===== config.mk =====
export PLATFORM = sky130hd
export DESIGN_NAME = rc_serial_frame_decoder
export DESIGN_NICKNAME = d
export VERILOG_FILES = /design/src/rcsfd_pkg.sv /design/src/rc_serial_frame_decoder.sv /design/src/rcsfd_front.sv /design/src/rcsfd_queue.sv /design/src/rcsfd_back.sv
export SDC_FILE = /design/constraint.sdc
export NUM_CORES = 1
export LEC_CHECK = 0
export BUFFER_PORTS_ARGS = -buffer_cell sky130_fd_sc_hd__buf_2
export CAP_MARGIN = 20
export CORE_ASPECT_RATIO = 1.75
export CORE_MARGIN = 10
export CORE_UTILIZATION = 40
export DETAILED_ROUTE_END_ITERATION = 10
export GPL_ROUTABILITY_DRIVEN = 1
export PLACE_DENSITY = 0.61
export SYNTH_ARGS = -nofsm -noshare
export SYNTH_HDL_FRONTEND = slang
export SYNTH_SLANG_ARGS = --single-unit

===== constraint.sdc =====
create_clock -name clk_i -period 7.96 [get_ports clk_i]
set_clock_uncertainty 0.1 [all_clocks]
set_input_delay 0.796 -clock clk_i [delete_from_list [all_inputs] [get_ports clk_i]]
set_output_delay 0.796 -clock clk_i [all_outputs]
set_load 0.05 [all_outputs]

===== src/rcsfd_pkg.sv =====
// ----------------------------------------------------------------------------
// rcsfd_pkg
// Shared types and constants of the serial RC frame decoder.
// ----------------------------------------------------------------------------
package rcsfd_pkg;

  localparam int FRAME_BYTES_DEF = 14;
  localparam int QUEUE_DEPTH     = 2;

  localparam logic [7:0] SYNC_FIRST  = 8'h03;
  localparam logic [7:0] SYNC_SECOND = 8'h12;

  localparam int NUM_LANES = 5;
  localparam int CHAN_W    = 10;
  localparam int OUT_W     = 15;

  // lane order matches the result fields
  localparam int LANE_ROLL     = 0;
  localparam int LANE_THROTTLE = 1;
  localparam int LANE_PITCH    = 2;
  localparam int LANE_YAW      = 3;
  localparam int LANE_MODE     = 4;

  // divide by 85 via reciprocal multiply, exact for numerators below 2^21
  localparam int NUM_W     = 21;
  localparam int DIV_SHIFT = 28;
  localparam int MULT_W    = 22;
  localparam int PROD_W    = NUM_W + MULT_W;
  localparam logic [MULT_W-1:0] DIV_MULT = MULT_W'(((1 << DIV_SHIFT) + 84) / 85);

  localparam int OUT_DATA_W = ((NUM_LANES * OUT_W + 7) / 8) * 8;

  typedef enum logic [1:0] {
    ST_HUNT  = 2'd0,
    ST_SYNC1 = 2'd1,
    ST_FRAME = 2'd2
  } sync_state_e;

  // raw 10-bit channel words, one per lane
  typedef logic [NUM_LANES-1:0][CHAN_W-1:0] chan_words_t;

endpackage


===== src/rc_serial_frame_decoder.sv =====
// ----------------------------------------------------------------------------
// rc_serial_frame_decoder
// Serial RC receiver frame decoder: one byte per beat in, one scaled
// stick set out per complete frame.
// ----------------------------------------------------------------------------
// The slave stream takes one received byte per beat. A sync hunt waits for
// 0x03 then 0x12, then FrameBytes frame bytes are captured. The beat of the
// last frame byte pushes five raw channel words into a two-entry queue.
// The master stream gives one beat per frame with roll, throttle, pitch, yaw
// and mode level, each signed Q2.13, 15 bits.
// Throughput: one byte per cycle while s_axis_tready_o is high. The last frame
// byte is written into the queue, then passes the multiply stage and the output
// register before its result beat shows valid, each channel in its own multiplier.
// When the receiver stalls, results collect in the pipeline and the queue;
// only the last byte of a frame is held off, and only while the queue is
// full. Other bytes are always taken.
// Reset clears the sync state, the byte count, the queue and all valid
// flags; frame bytes are not cleared.
// ----------------------------------------------------------------------------
module rc_serial_frame_decoder
  import rcsfd_pkg::*;
#(
  parameter int FrameBytes = FRAME_BYTES_DEF
) (
  input  logic                  clk_i,
  input  logic                  rst_ni,
  input  logic                  s_axis_tvalid_i,
  output logic                  s_axis_tready_o,
  input  logic [7:0]            s_axis_tdata_i,  // rx_byte
  output logic                  m_axis_tvalid_o,
  input  logic                  m_axis_tready_i,
  output logic [OUT_DATA_W-1:0] m_axis_tdata_o   // roll, throttle, pitch, yaw, mode_level
);

  logic        push, q_full, q_valid, pop;
  chan_words_t push_data, q_data;

  rcsfd_front #(
    .FrameBytes(FrameBytes)
  ) u_front (
    .clk_i      (clk_i),
    .rst_ni     (rst_ni),
    .rx_valid_i (s_axis_tvalid_i),
    .rx_byte_i  (s_axis_tdata_i),
    .rx_ready_o (s_axis_tready_o),
    .q_full_i   (q_full),
    .push_o     (push),
    .push_data_o(push_data)
  );

  rcsfd_queue #(
    .Depth(QUEUE_DEPTH)
  ) u_queue (
    .clk_i  (clk_i),
    .rst_ni (rst_ni),
    .push_i (push),
    .data_i (push_data),
    .full_o (q_full),
    .pop_i  (pop),
    .valid_o(q_valid),
    .data_o (q_data)
  );

  rcsfd_back u_back (
    .clk_i    (clk_i),
    .rst_ni   (rst_ni),
    .q_valid_i(q_valid),
    .q_data_i (q_data),
    .pop_o    (pop),
    .m_valid_o(m_axis_tvalid_o),
    .m_data_o (m_axis_tdata_o),
    .m_ready_i(m_axis_tready_i)
  );

endmodule


===== src/rcsfd_front.sv =====
// ----------------------------------------------------------------------------
// rcsfd_front
// Sync hunt, frame byte capture and channel word extraction.
// ----------------------------------------------------------------------------
module rcsfd_front
  import rcsfd_pkg::*;
#(
  parameter int FrameBytes = FRAME_BYTES_DEF
) (
  input  logic        clk_i,
  input  logic        rst_ni,
  input  logic        rx_valid_i,
  input  logic [7:0]  rx_byte_i,
  output logic        rx_ready_o,
  input  logic        q_full_i,
  output logic        push_o,
  output chan_words_t push_data_o
);

  localparam int IdxW = $clog2(FrameBytes);

  sync_state_e state_q, state_d;
  logic [IdxW-1:0] idx_q, idx_d;
  logic [7:0] store_q [FrameBytes];
  logic [7:0] frame [FrameBytes];
  logic last_byte;
  logic accept;

  assign last_byte  = (state_q == ST_FRAME) && (idx_q == IdxW'(FrameBytes - 1));
  assign rx_ready_o = !(last_byte && q_full_i);
  assign accept     = rx_valid_i && rx_ready_o;

  always_comb begin
    state_d = state_q;
    idx_d   = idx_q;
    unique case (state_q)
      ST_HUNT: begin
        if (accept && rx_byte_i == SYNC_FIRST) state_d = ST_SYNC1;
      end
      ST_SYNC1: begin
        if (accept) begin
          if (rx_byte_i == SYNC_SECOND) begin
            state_d = ST_FRAME;
            idx_d   = '0;
          end else begin
            state_d = ST_HUNT;
          end
        end
      end
      ST_FRAME: begin
        if (accept) begin
          idx_d = idx_q + IdxW'(1);
          if (last_byte) state_d = ST_HUNT;
        end
      end
      default: begin
        if (accept) state_d = ST_HUNT;
      end
    endcase
  end

  always_comb begin
    push_o = accept && last_byte;
  end

  always_ff @(posedge clk_i or negedge rst_ni) begin
    if (!rst_ni) begin
      state_q <= ST_HUNT;
      idx_q   <= '0;
    end else begin
      state_q <= state_d;
      idx_q   <= idx_d;
    end
  end

  always_ff @(posedge clk_i) begin
    if (accept && state_q == ST_FRAME) store_q[idx_q] <= rx_byte_i;
  end

  // last byte bypasses the store
  always_comb begin
    frame = store_q;
    frame[FrameBytes-1] = rx_byte_i;
  end

  assign push_data_o[LANE_ROLL]     = {frame[0][1:0], frame[1]};
  assign push_data_o[LANE_THROTTLE] = {frame[2][1:0], frame[3]};
  assign push_data_o[LANE_PITCH]    = {frame[4][1:0], frame[5]};
  assign push_data_o[LANE_YAW]      = {frame[6][1:0], frame[7]};
  assign push_data_o[LANE_MODE]     = {frame[10][1:0], frame[11]};

endmodule


===== src/rcsfd_queue.sv =====
// ----------------------------------------------------------------------------
// rcsfd_queue
// Short queue of channel words between front and back.
// ----------------------------------------------------------------------------
module rcsfd_queue
  import rcsfd_pkg::*;
#(
  parameter int Depth = QUEUE_DEPTH
) (
  input  logic        clk_i,
  input  logic        rst_ni,
  input  logic        push_i,
  input  chan_words_t data_i,
  output logic        full_o,
  input  logic        pop_i,
  output logic        valid_o,
  output chan_words_t data_o
);

  localparam int PtrW = (Depth > 1) ? $clog2(Depth) : 1;
  localparam int CntW = $clog2(Depth + 1);

  chan_words_t mem_q [Depth];
  logic [PtrW-1:0] wr_q, rd_q;
  logic [CntW-1:0] cnt_q;
  logic do_push, do_pop;

  assign full_o  = (cnt_q == CntW'(Depth));
  assign valid_o = (cnt_q != '0);
  assign data_o  = mem_q[rd_q];
  assign do_push = push_i && !full_o;
  assign do_pop  = pop_i && valid_o;

  function automatic logic [PtrW-1:0] ptr_next(input logic [PtrW-1:0] p);
    if (p == PtrW'(Depth - 1)) return '0;
    return p + PtrW'(1);
  endfunction

  always_ff @(posedge clk_i or negedge rst_ni) begin
    if (!rst_ni) begin
      wr_q  <= '0;
      rd_q  <= '0;
      cnt_q <= '0;
    end else begin
      if (do_push) wr_q <= ptr_next(wr_q);
      if (do_pop) rd_q <= ptr_next(rd_q);
      if (do_push && !do_pop) cnt_q <= cnt_q + CntW'(1);
      else if (do_pop && !do_push) cnt_q <= cnt_q - CntW'(1);
    end
  end

  always_ff @(posedge clk_i) begin
    if (do_push) mem_q[wr_q] <= data_i;
  end

endmodule


===== src/rcsfd_back.sv =====
// ----------------------------------------------------------------------------
// rcsfd_back
// Per-channel scaling to Q2.13 in five lanes, two-stage pipeline.
// ----------------------------------------------------------------------------
module rcsfd_back
  import rcsfd_pkg::*;
(
  input  logic                  clk_i,
  input  logic                  rst_ni,
  input  logic                  q_valid_i,
  input  chan_words_t           q_data_i,
  output logic                  pop_o,
  output logic                  m_valid_o,
  output logic [OUT_DATA_W-1:0] m_data_o,
  input  logic                  m_ready_i
);

  logic a_valid_q;
  logic [PROD_W-1:0] prod_q [NUM_LANES];
  logic [NUM_LANES-1:0] neg_q;
  logic out_valid_q;
  logic [OUT_DATA_W-1:0] out_q;
  logic out_ready, a_ready;

  logic signed [CHAN_W:0] x [NUM_LANES];
  logic signed [CHAN_W:0] v [NUM_LANES];
  logic [CHAN_W:0] v_abs [NUM_LANES];
  logic [NUM_W-1:0] num [NUM_LANES];
  logic [NUM_LANES-1:0] neg;
  logic [NUM_LANES*OUT_W-1:0] res;

  assign out_ready = !out_valid_q || m_ready_i;
  assign a_ready   = !a_valid_q || out_ready;
  assign pop_o     = q_valid_i && a_ready;

  always_comb begin
    for (int i = 0; i < NUM_LANES; i++) begin
      x[i] = signed'((CHAN_W + 1)'({1'b0, q_data_i[i]}) - (CHAN_W + 1)'(512));
      v[i] = x[i];
      if (i == LANE_THROTTLE) v[i] = x[i] + (CHAN_W + 1)'(340);
      v_abs[i] = v[i][CHAN_W] ? (CHAN_W + 1)'(-v[i]) : (CHAN_W + 1)'(v[i]);
      // x*8192/340 = x*2048/85, (x+340)*8192/680 = (x+340)*1024/85
      if (i == LANE_THROTTLE) num[i] = {1'b0, v_abs[i][CHAN_W-1:0], 10'b0};
      else num[i] = {v_abs[i][CHAN_W-1:0], 11'b0};
      if (i == LANE_THROTTLE || i == LANE_MODE) neg[i] = v[i][CHAN_W];
      else neg[i] = !v[i][CHAN_W] && (v[i] != '0);
    end
  end

  always_comb begin
    for (int i = 0; i < NUM_LANES; i++) begin
      res[i*OUT_W +: OUT_W] = neg_q[i] ? OUT_W'(-prod_q[i][DIV_SHIFT +: OUT_W])
                                       : prod_q[i][DIV_SHIFT +: OUT_W];
    end
  end

  always_ff @(posedge clk_i or negedge rst_ni) begin
    if (!rst_ni) begin
      a_valid_q   <= 1'b0;
      out_valid_q <= 1'b0;
    end else begin
      if (a_ready) a_valid_q <= q_valid_i;
      if (out_ready) out_valid_q <= a_valid_q;
    end
  end

  always_ff @(posedge clk_i) begin
    if (pop_o) begin
      for (int i = 0; i < NUM_LANES; i++) begin
        prod_q[i] <= PROD_W'(num[i]) * PROD_W'(DIV_MULT);
      end
      neg_q <= neg;
    end
    if (out_ready && a_valid_q) out_q <= OUT_DATA_W'(res);
  end

  assign m_valid_o = out_valid_q;
  assign m_data_o  = out_q;

endmodule

==> impl_summary.txt, run 1 <==
----------------------------------------------------
[Outcome]
  Result of the run ... completed

[Timing]
  Sum of negative setup slack ... 0 ns
  Number of hold-slack violations in the final timing report ... 0
  Maximum clock frequency ... between 100 and 150 MHz
  Setup repair after global routing missed its margin ... false
  Period Utilization, post-route ... 85.1%
  Worst-margin pin slew ... about 1.1 ns
  Worst relative slew slack ... between 20% and 30%
  Final hold slack ... ~0.032 ns
  Number of pins exceeding their max-slew limit in the final report ... 0
  Min Tclk post-route ... around 6.8 ns
  Total of endpoints with negative setup slack in the final report ... 0

[Critical path]
  End of the worst register-to-register path ... u_back.prod_q[0][31]
  Critical Path Source ... u_queue.rd_q
  Type of origin of the critical path ... flop
  Largest fanout of any net on the critical path ... 30
  Register-to-register setup slack ... roughly 1.2 ns
  Worst setup path category ... reg2reg
  CP Capture Type ... flop
  Worst Reg2Reg Path Length in Cells ... 21
  Worst EP arrival ... around 7 ns
  Required time at the worst-slack endpoint ... slightly above 8 ns
  Worst R2R Start ... u_queue.rd_q

[Clock tree]
  Number of resized instances in the post-cts repair step ... 0
  Clock root buffer ... clkbuf_16
  CTS buffer count ... 29
  Number of buffers inserted to repair setup after CTS ... 0
  Number of clock sinks ... between 300 and 400
  Post-CTS Hold Fix Bufs ... 0
  Clock latency at the later pin of the worst-skew pair ... between 0.5 and 0.6 ns
  CTS clock-pin slew for the worst setup and hold paths ... around 0.07 ns
  TritonCTS clock tree ... built
  Depth of the CTS H-tree ... 1
  CTS Buffer Depth ... 3

[Floorplanning]
  Die Footprint ... ~65000 sq um
  Number of I/O pins ... 94
  Starting utilization of the core area ... approximately 40%
  Rows ... 114
  Die boundary height ... between 300 and 400 um
  Core box area ... 55100 sq um
  X dimension of the die ... between 150 and 200 um

[Synthesis]
  Part of the Yosys area used for sequential elements ... 42.6%
  Number of enable-type register cells in the synthesized netlist ... slightly above 300
  Avg Synthesized Cell Area ... between 10 and 15 sq um
  Leading area contributor after synthesis ... edfxtp_1
  Count of warnings emitted by yosys ... 0
  Leading cell types by total area after synthesis ... edfxtp_1 41%, ha_1 19%, xnor2_1 5.0%, fa_1 4.1%, inv_1 3.6%
  Most used DFF post-synth ... edfxtp_1
  Synth top area share ... between 40% and 50%
  Register bit total from synthesis ... 316
  Post-Syn Instances ... approximately 2000
  Combined area of all synthesized cells ... 22100 sq um
  Unique masters post-synth ... 74
  Post-synth ARST share ... around 3.8%

[Place]
  Hpwl dp ... roughly 36 mm
  Final GP Congestion ... 0.879
  Port Buffer Count ... a little under 90
  Placed cells ... 2703

[Cells and area]
  Number of antenna repair diodes ... 0
  Layout-stage area growth over the synthesis result ... 9.94%
  Number of fill cells ... approximately 5100
  Area occupied by registers ... between 9000 and 10000 sq um
  Final standard cell utilization of the core ... between 40% and 50%
  Final Net Count ... roughly 2400
  Fraction of layout cells with a size suffix above 1 ... a little under a tenth
  Number of standard cells in the final layout excluding fillers ... between 2000 and 3000
  Combined area of the multi-input logic cells ... around 12000 sq um

[Routing]
  Avg Vias per Cell ... ~5.2
  Total DRC errors in the routed layout ... 0
  Mean routed wirelength per cell ... 16.5 um
  Count of nets left with antenna violations after detail routing ... 0
  Number of DRC markers in iteration 0 ... 678
  Wire length reported by the detailed router ... around 46 mm
  Vias ... between 10000 and 15000
  Number of detailed-route iterations in the first pass ... 5

[Global routing]
  Number of antenna violations at the first check in global routing ... 0
  Wire length of the first global-routing pass ... around 74 mm
  GRT Total Usage ... approximately 14%
  Grt ovf ... 0
  Via count of the first global-routing pass ... between 10000 and 15000
  Largest net degree at the start of global routing ... 76

[Job]
  Max-cap violation count ... 0

[Worst hold path]
  Class of the worst hold path ... in2async

[Power]
  Ratio of total power to cell area ... between 100 and 150 nW/um^2
  Worst IR Drop VDD ... 148 uV
  P_leak ... between 10 and 15 nW
  Overall power ... about 3.3 mW

----------------------------------------------------
[area by class of cell]
type	count	area share, %
Multi-Input combinational cell	1383	48.0
Sequential cell	316	38.8
Inverter	210	3.25
Clock buffer	32	3.03
Tap cell	696	3.58
Clock inverter	21	1.12
Timing Repair Buffer	98	2.17
[flip-flops by register name (all words and copies together) (netlist names)]
signal	count
u_queue.mem_q	100
u_back.m_data_o	75
u_back.prod_q	74
u_front.push_data_o	50
u_back.neg_q	5
u_front.idx_q	4
u_front.state_q	2
u_queue.cnt_q	2
u_back.a_valid_q	1
u_back.m_valid_o	1
u_queue.rd_q	1
u_queue.wr_q	1
[cells in the mapped netlist, drive strengths merged, types with 4 or more instances]
master / count
edfxtp: 304
o211ai: 11
a211oi: 8
nand3: 40
a21boi: 7
a31oi: 14
mux2i: 46
and2: 15
dfrtp: 12
o211a: 4
a41oi: 4
inv: 210
nor2b: 11
nand2b: 22
or2: 7
o41ai: 6
xor2: 46
o22ai: 4
fa: 45
nor4: 7
a21o: 34
nand4: 14
or4: 10
nor3: 42
o21a: 9
xnor2: 127
a31o: 11
a21oi: 102
a2111oi: 4
or3: 7
ha: 343
and3: 14
nor2: 79
o21ai: 88
clkbuf: 34
mux2: 11
nand2: 101
o31ai: 29
buf: 15
nor3b: 12
o21bai: 13
[metal layers]
layer	wire, um	GRT usage [%]	up-vias
met5	0	0	-
met4	1800	6.20	0
met3	1650	1.63	82
met2	25800	28.1	262
met1	16300	13.6	6852
li1	-	-	7240
[cells by family (layout without fill, tap and decap cells)]
group	Yosys count	count (layout)	synth area share, %
multiplexers	57	57	2.71
flip-flops	316	316	42.6
AO/OA/AOI/OAI	369	369	10.8
AND/OR/NAND/NOR	391	391	8.83
buffers and inverters	259	361	4.65
XOR/XNOR	173	173	6.85
adder cells (fa/ha/maj)	388	388	23.5
other	1	5	0.0170
[cells in the final DEF, fill, tap and decap left out, types with 10 or more instances in the layout]
master,instances
nor2_1,79
a31o_2,11
nor3b_1,12
nand3_1,40
fa_1,45
clkbuf_16,29
inv_1,209
o211ai_1,11
mux2i_1,43
and3_1,14
buf_2,88
nor2b_1,11
a21oi_1,102
mux2_2,10
nor3_1,42
xor2_1,46
ha_1,343
a31oi_1,14
o21ai_0,85
nand4_1,14
nand2b_1,22
xnor2_1,127
and2_1,13
nand2_1,101
o21bai_1,13
a21o_1,34
dfrtp_1,11
o31ai_1,28
edfxtp_1,304
[how the worst max path moves through the flow]
stage | end | slack, ns
3_3_place_gp | u_back.prod_q[1][31] | 1.35
2_1_floorplan | u_back.prod_q[1][30] | 0.48
6_report | u_back.prod_q[0][31] | 1.19
5_1_grt | u_back.prod_q[0][31] | 0.73
4_1_cts | u_back.prod_q[0][31] | 1.18
3_5_place_dp | u_back.prod_q[0][31] | 1.21
[power by group]
part	switching, mW	internal [mW]
registers	0.000171	1.80
logic	0.0176	0.00288
clock network	0.613	0.865
[per-stage QoR]
stage	worst slack, ns	cell area (sq um)
after floorplan	0.477	22100
after global placement	1.35	23300
after detailed placement	1.21	23300
after CTS	1.18	24300
after global routing	0.729	24300
final	1.19	24300
[worst max-delay path: stages, from the launching register on]
cell and delay, ns:
dfrtp_4 0.55, buf_4 0.43, mux2i_1 0.38, o21ai_0 0.19
nor2b_1 0.17, nor2b_1 0.17, and3_1 0.19, nand2b_1 0.12
xor2_1 0.33, ha_1 0.31, ha_1 0.25, fa_1 0.47
ha_1 0.31, ha_1 0.30, ha_1 0.46, nand4_1 0.23
or3_1 0.49, or2_2 0.33, o2111a_1 0.25, o21bai_1 0.25
a31oi_1 0.13, xnor2_1 0.13
No activity file was read; power rests on OpenSTA's default activity.
==> inputs of run 2 (changes only) <==
- ABC_CLOCK_PERIOD_IN_PS: default -> 7900
- PLACE_DENSITY: 0.61 -> 0.59
- clock period: 7.96 -> 7.9 ns (I/O delays scaled with it)
==> run 2 against run 1 <==
Net effect:
- first-iteration DRC count is 15% lower
- setup slack got worse by 0.25 ns
- total power is 0.43% lower
- critical path depth grew 3
- global-route usage increased by 0.32 points
- fmax decreased by 2.8%
- worst hold slack better by 0.31 ns
- utilization is 0.098 points higher
- non-clock buffer count increased by 3
- via count grew 1.5%
- sequential power is essentially flat
- critical endpoint is now u_back.prod_q[1][31]
- largest cell class unchanged
- largest power group unchanged
==> impl_summary.txt, run 2 (synthesized netlist as in run 1, its figures left out) <==
----------------------------------------------------
[Outcome]
  Result of the run ... completed

[Cells and area]
  Number of fill cells ... 5109
  Design Area, Final ... 24400 sq um
  Fraction of layout cells with a size suffix above 1 ... ~9.3%
  Number of antenna repair diodes ... 0
  Final Net Count ... between 2000 and 2500
  Layout-stage area growth over the synthesis result ... 10.2%
  Most common cell after layout, fill and taps aside ... ha_1
  Final standard cell utilization of the core ... 44.2%
  Max FFs per register ... 100
  Top library cells by usage in the layout, fill and taps aside ... 343 x ha_1, 304 x edfxtp_1, 209 x inv_1, 127 x xnor2_1, 102 x a21oi_1
  Register with the most flip-flops ... u_queue.mem_q
  Number of standard cells in the final layout excluding fillers ... ~2800

[Place]
  Dpl ws ... between 1 and 1.5 ns
  Final GP Congestion ... 0.889
  Hpwl dp ... 36.8 mm
  Placed cells ... between 2000 and 3000
  Port Buffer Count ... 88
  Placed cell area ... 23300 sq um

[Global routing]
  Grt ovf ... 0
  Number of antenna violations at the first check in global routing ... 0
  Wire length of the first global-routing pass ... 75.8 mm
  Largest net degree at the start of global routing ... about 90
  Via count of the first global-routing pass ... about 15000
  GRT Total Usage ... 14.2%

[Clock tree]
  Post-CTS Hold Fix Bufs ... 1
  Clock root buffer ... clkbuf_16
  TritonCTS clock tree ... built
  Depth of the CTS H-tree ... 1
  Number of clock sinks ... approximately 320
  Clock latency at the later pin of the worst-skew pair ... approximately 0.57 ns
  Number of buffers inserted to repair setup after CTS ... 0
  CTS buffer count ... 30
  Number of resized instances in the post-cts repair step ... 0
  CTS clock-pin slew for the worst setup and hold paths ... 0.07 ns
  CTS Buffer Depth ... 3

[Job]
  Max-cap violation count ... 0

[Critical path]
  End of the worst register-to-register path ... u_back.prod_q[1][31]
  Delay of the slowest cell on the worst path ... ~0.68 ns
  Required time at the worst-slack endpoint ... 8.11 ns
  CP max-delay cell ... a221oi_1
  Worst Reg2Reg Path Length in Cells ... 24
  Largest fanout of any net on the critical path ... 9
  Critical-path cell list ... mux2i_2 > o211ai_1 > xor2_1 > nand4_1 > nand2b_1 > o21ai_0 > nand3_1 > o21ai_0 > ha_1 > ha_1 > ha_1 > ha_1 > inv_1 > fa_1 > inv_1 > ha_1 > nor2b_1 > a21o_1 > a21o_1 > a221oi_1 > and3b_1 > a21oi_1 > o21ai_0 > xnor2_1
  CP Capture Type ... flop
  Worst R2R Start ... u_queue.rd_q
  Worst setup path category ... reg2reg
  Register-to-register setup slack ... slightly above 0.9 ns
  Worst EP arrival ... between 7 and 8 ns
  Type of origin of the critical path ... flop
  Most common cell on crit path ... ha_1

[Worst hold path]
  Worst min-delay path endpoint ... u_queue.mem_q[1][0]
  Number of cells traversed by the worst hold path ... 0
  Class of the worst hold path ... reg2reg
  Hold_sp ... u_front.push_data_o[0]

[Floorplanning]
  Number of I/O pins ... 94
  Die boundary height ... 331 um
  Core box area ... 55100 sq um
  Die Footprint ... 65400 sq um
  Starting utilization of the core area ... roughly two fifths
  Rows ... ~110
  X dimension of the die ... 198 um

[Power]
  P_leak ... ~10 nW
  Relative contribution of combinational cells to total power ... 0.6%
  Overall power ... between 3 and 4 mW
  Part of the total power dissipated in sequential elements ... about 55%
  Ratio of total power to cell area ... 135 nW/um^2
  NetSw ... 0.647 mW
  Internal power component ... around 2.6 mW
  Share of total power consumed by net switching ... 19.7%
  Worst IR Drop VDD ... approximately 150 uV
  Share of power burned in the clock network ... about 44%

[Routing]
  Number of DRC markers in iteration 0 ... roughly 580
  Number of detailed-route iterations in the first pass ... 7
  Mean routed wirelength per cell ... between 15 and 20 um
  Avg Vias per Cell ... 5.30
  Vias ... 14700
  Total DRC errors in the routed layout ... 0
  Count of nets left with antenna violations after detail routing ... 0
  Wire length reported by the detailed router ... 46.7 mm

[Timing]
  Number of pins exceeding their max-slew limit in the final report ... 0
  Final hold slack ... 0.341 ns
  Period Utilization, post-route ... about nine tenths
  Maximum clock frequency ... roughly 140 MHz
  Total of endpoints with negative setup slack in the final report ... 0
  Sum of negative setup slack ... 0 ns
  Worst relative slew slack ... 49.5%
  Min Tclk post-route ... 6.97 ns
  Final WS setup ... around 0.93 ns
  Number of hold-slack violations in the final timing report ... 0
  Setup repair after global routing missed its margin ... false
  Worst-margin pin slew ... 0.757 ns

----------------------------------------------------
-- run 2: cell types whose count changed in the layout (fill, tap and decap cells not counted), sizes merged --
cell	previous run	this run
dlygate4sd3	0	1
inv	211	214
clkinv	12	8
bufinv	6	2
clkbuf	32	40
buf	98	100
-- run 2: worst max-delay path by stage --
stage,from,endpoint,slack [ns],cells after the start
after floorplan,u_queue.rd_q,u_back.prod_q[1][30],0.42,29
after global placement,u_queue.rd_q,u_back.prod_q[1][31],1.10,24
after detailed placement,u_queue.rd_q,u_back.prod_q[1][31],1.05,24
after CTS,u_queue.rd_q,u_back.prod_q[1][31],1.01,24
after global routing,u_queue.rd_q,u_back.prod_q[1][31],0.57,24
final,u_queue.rd_q,u_back.prod_q[1][31],0.93,24
-- run 2: power by group through the flow --
stage,Sequential [mW],Combinational (mW),Clock [mW]
2_1_floorplan,1.85,0.00873,0
3_3_place_gp,1.85,0.0207,0
3_5_place_dp,1.85,0.0209,0
4_1_cts,1.81,0.0212,1.50
5_1_grt,1.81,0.0223,1.57
6_report,1.81,0.0206,1.45
-- run 2: area by class of cell --
class	count	area (sq um)	area share [%]
Clock buffer	40	840	3.45
Clock inverter	16	158	0.647
Inverter	210	790	3.24
Multi-Input combinational cell	1383	11700	47.9
Sequential cell	316	9430	38.7
Tap cell	696	871	3.57
Timing Repair Buffer	101	593	2.43
-- run 2: worst max-delay path, delay by kind of cell (launching register included) --
family / cells / cell delay, ns
and+or+nand+nor: 5 / 0.93
xor gates and xnor gates: 2 / 0.50
buffers and inverters: 2 / 0.11
adders and majority gates: 6 / 2.09
AOI/OAI and AO/OA: 8 / 1.95
muxes: 1 / 0.48
DFF: 1 / 0.55
-- run 2: layer usage --
metal  global-route usage (%)  wire length [um]  up-vias
met5                        0                 0        -
li1                         -                 -     7262
met2                     29.1             26600      276
met1                     13.6             16900     7017
met4                     6.79              1770        0
met3                     1.51              1390       97
==> inputs of run 3 (changes only) <==
==> constraint.sdc (replaced) <==
create_clock -name clk_i -period 7.9 [get_ports clk_i]
set_clock_uncertainty 0.1 [all_clocks]
set_input_delay 1.58 -clock clk_i [delete_from_list [all_inputs] [get_ports clk_i]]
set_output_delay 1.58 -clock clk_i [all_outputs]
set_load 0.05 [all_outputs]
==> run 3 against run 2 <==
Net effect:
- cell count is essentially flat
- critical endpoint unchanged
- register-to-register slack is essentially flat
- largest cell class unchanged
- global-route usage is the same
==> impl_summary.txt, run 3 (synthesized netlist as in run 1, its figures left out) <==
----------------------------------------------------
[Routing]
  Wire length reported by the detailed router ... about 47 mm
  DR WL met3 ... between 1 and 1.5 mm
  Total DRC errors in the routed layout ... 0
  Count of nets left with antenna violations after detail routing ... 0
  Number of DRC markers in iteration 0 ... approximately 550
  Avg Vias per Cell ... about 5.3
  DR top layer ... met4
  Routed met1 length ... between 15 and 20 mm
  Wire length on met2 ... between 20 and 30 mm
  Vias ... 14700
  Number of detailed-route iterations in the first pass ... 6
  Mean routed wirelength per cell ... 16.9 um

[Cells and area]
  Number of fill cells ... 5110
  Top library cells by usage in the layout, fill and taps aside ... 343 x ha_1, 304 x edfxtp_1, 209 x inv_1, 127 x xnor2_1, 102 x a21oi_1
  Most common cell after layout, fill and taps aside ... ha_1
  Register with the most flip-flops ... u_queue.mem_q
  Layout-stage area growth over the synthesis result ... 10.1%
  Final Net Count ... 2441
  Number of antenna repair diodes ... 0
  Fraction of layout cells with a size suffix above 1 ... a little under a tenth
  Max FFs per register ... 100

[Floorplanning]
  Rows ... ~110
  X dimension of the die ... 198 um
  Number of I/O pins ... 94
  Starting utilization of the core area ... between 40% and 50%
  Core box area ... between 50000 and 60000 sq um
  Die Footprint ... about 65000 sq um
  Die boundary height ... roughly 330 um

[Place]
  Port Buffer Count ... just under 90
  Hpwl dp ... around 37 mm
  Final GP Congestion ... approximately 0.89

[Critical path]
  Register-to-register setup slack ... just over 0.9 ns
  Worst setup path category ... reg2reg
  Delay of the slowest cell on the worst path ... 0.67 ns
  Worst EP arrival ... about 7 ns
  Type of origin of the critical path ... flop
  Critical-path cell list ... mux2i_2 > o211ai_1 > xor2_1 > nand4_1 > nand2b_1 > o21ai_0 > nand3_1 > o21ai_0 > ha_1 > ha_1 > ha_1 > ha_1 > inv_1 > fa_1 > inv_1 > ha_1 > nor2b_1 > a21o_1 > a21o_1 > a221oi_1 > and3b_1 > a21oi_1 > o21ai_0 > xnor2_1
  CP max-delay cell ... a221oi_1
  Largest fanout of any net on the critical path ... 9
  CP Capture Type ... flop
  Required time at the worst-slack endpoint ... slightly above 8 ns
  Most common cell on crit path ... ha_1

[Clock tree]
  Clock latency at the later pin of the worst-skew pair ... roughly 0.57 ns
  Number of resized instances in the post-cts repair step ... 0
  Depth of the CTS H-tree ... 1
  Post-CTS Hold Fix Bufs ... 0
  CTS clock-pin slew for the worst setup and hold paths ... around 0.07 ns
  CTS buffer count ... 30
  CTS Buffer Depth ... 3
  Number of buffers inserted to repair setup after CTS ... 0
  TritonCTS clock tree ... built
  Clock root buffer ... clkbuf_16
  Number of clock sinks ... about 320

[Timing]
  Setup repair after global routing missed its margin ... false
  Final hold slack ... ~0.34 ns
  Number of hold-slack violations in the final timing report ... 0
  Period Utilization, post-route ... around nine tenths
  Maximum clock frequency ... around 140 MHz
  Number of pins exceeding their max-slew limit in the final report ... 0
  Total of endpoints with negative setup slack in the final report ... 0
  Sum of negative setup slack ... 0 ns
  Min Tclk post-route ... 6.97 ns
  Worst relative slew slack ... between 50% and 60%
  Worst-margin pin slew ... 0.749 ns

[Global routing]
  Number of antenna violations at the first check in global routing ... 0
  Via count of the first global-routing pass ... approximately 15000
  Grt ovf ... 0
  GRT Total Usage ... between 10% and 20%
  Wire length of the first global-routing pass ... around 76 mm
  Largest net degree at the start of global routing ... 88

[Power]
  P_leak ... around 10 nW
  Worst IR Drop VDD ... between 100 and 150 uV
  Ratio of total power to cell area ... around 130 nW/um^2

[Worst hold path]
  Class of the worst hold path ... reg2reg

[Outcome]
  Result of the run ... completed

[Job]
  Max-cap violation count ... 0

----------------------------------------------------
run 3: cell types whose count changed in the layout (fill, tap and decap cells not counted), sizes merged:
cell | before | now
dlygate4sd3 | 1 | 0
run 3: path summary, 6_finish.rpt:
| kind | start | end | depth (start not counted) |
|---|---|---|---|
| setup / recovery | u_queue.rd_q | u_back.prod_q[1][31] | 24 |
| hold / removal | u_front.push_data_o[0] | u_queue.mem_q[1][0] | 0 |
| setup reg to reg | u_queue.rd_q | u_back.prod_q[1][31] | 24 |
| hold reg to reg | u_front.push_data_o[0] | u_queue.mem_q[1][0] | 0 |
| max in group asynchronous | rst_ni | u_queue.rd_q | 1 |
| min in group asynchronous | rst_ni | u_front.state_q[0] | 1 |
run 3: final cells by class:
cell class,count,area [sq um],share of cell area [%]
multi-input combinational,1383,11700,48.0
timing repair buffer,100,583,2.39
tap,696,871,3.58
inverter,210,790,3.24
sequential,316,9430,38.7
clock inverter,16,158,0.647
clock buffer,40,840,3.45
run 3: per-stage QoR:
step	instances	area (sq um)	total power, mW	setup WS (ns)	util, %
floorplan	1958	22100	1.86	0.417	-
global placement	2703	23300	1.87	1.10	42.3
detailed placement	2703	23300	1.87	1.05	42.3
CTS	2759	24300	3.34	1.01	44.1
global route	2761	24400	3.40	0.573	44.2
finish	2761	24400	3.28	0.934	44.2
run 3: critical path: cells and delay by family, from the launching register on:
family          cells  cell delay [ns]
fa+ha+maj           6             2.08
compound gates      8             1.95
simple gates        5             0.93
flops               1             0.55
xor+xnor            2             0.50
mux                 1             0.48
buf+inv             2             0.11
run 3: routing by layer:
layer | GRT usage, % | vias up
met5 | 0 | -
met3 | 1.51 | 100
li1 | - | 7263
met1 | 13.6 | 7021
met4 | 6.79 | 0
met2 | 29.1 | 288
run 3: report_power, final:
group	leakage [nW]	total, mW	switching (mW)	internal [mW]
clock	0.490	1.45	0.632	0.820
sequential	2.90	1.81	0.000174	1.81
combinational	6.90	0.0202	0.0173	0.00289
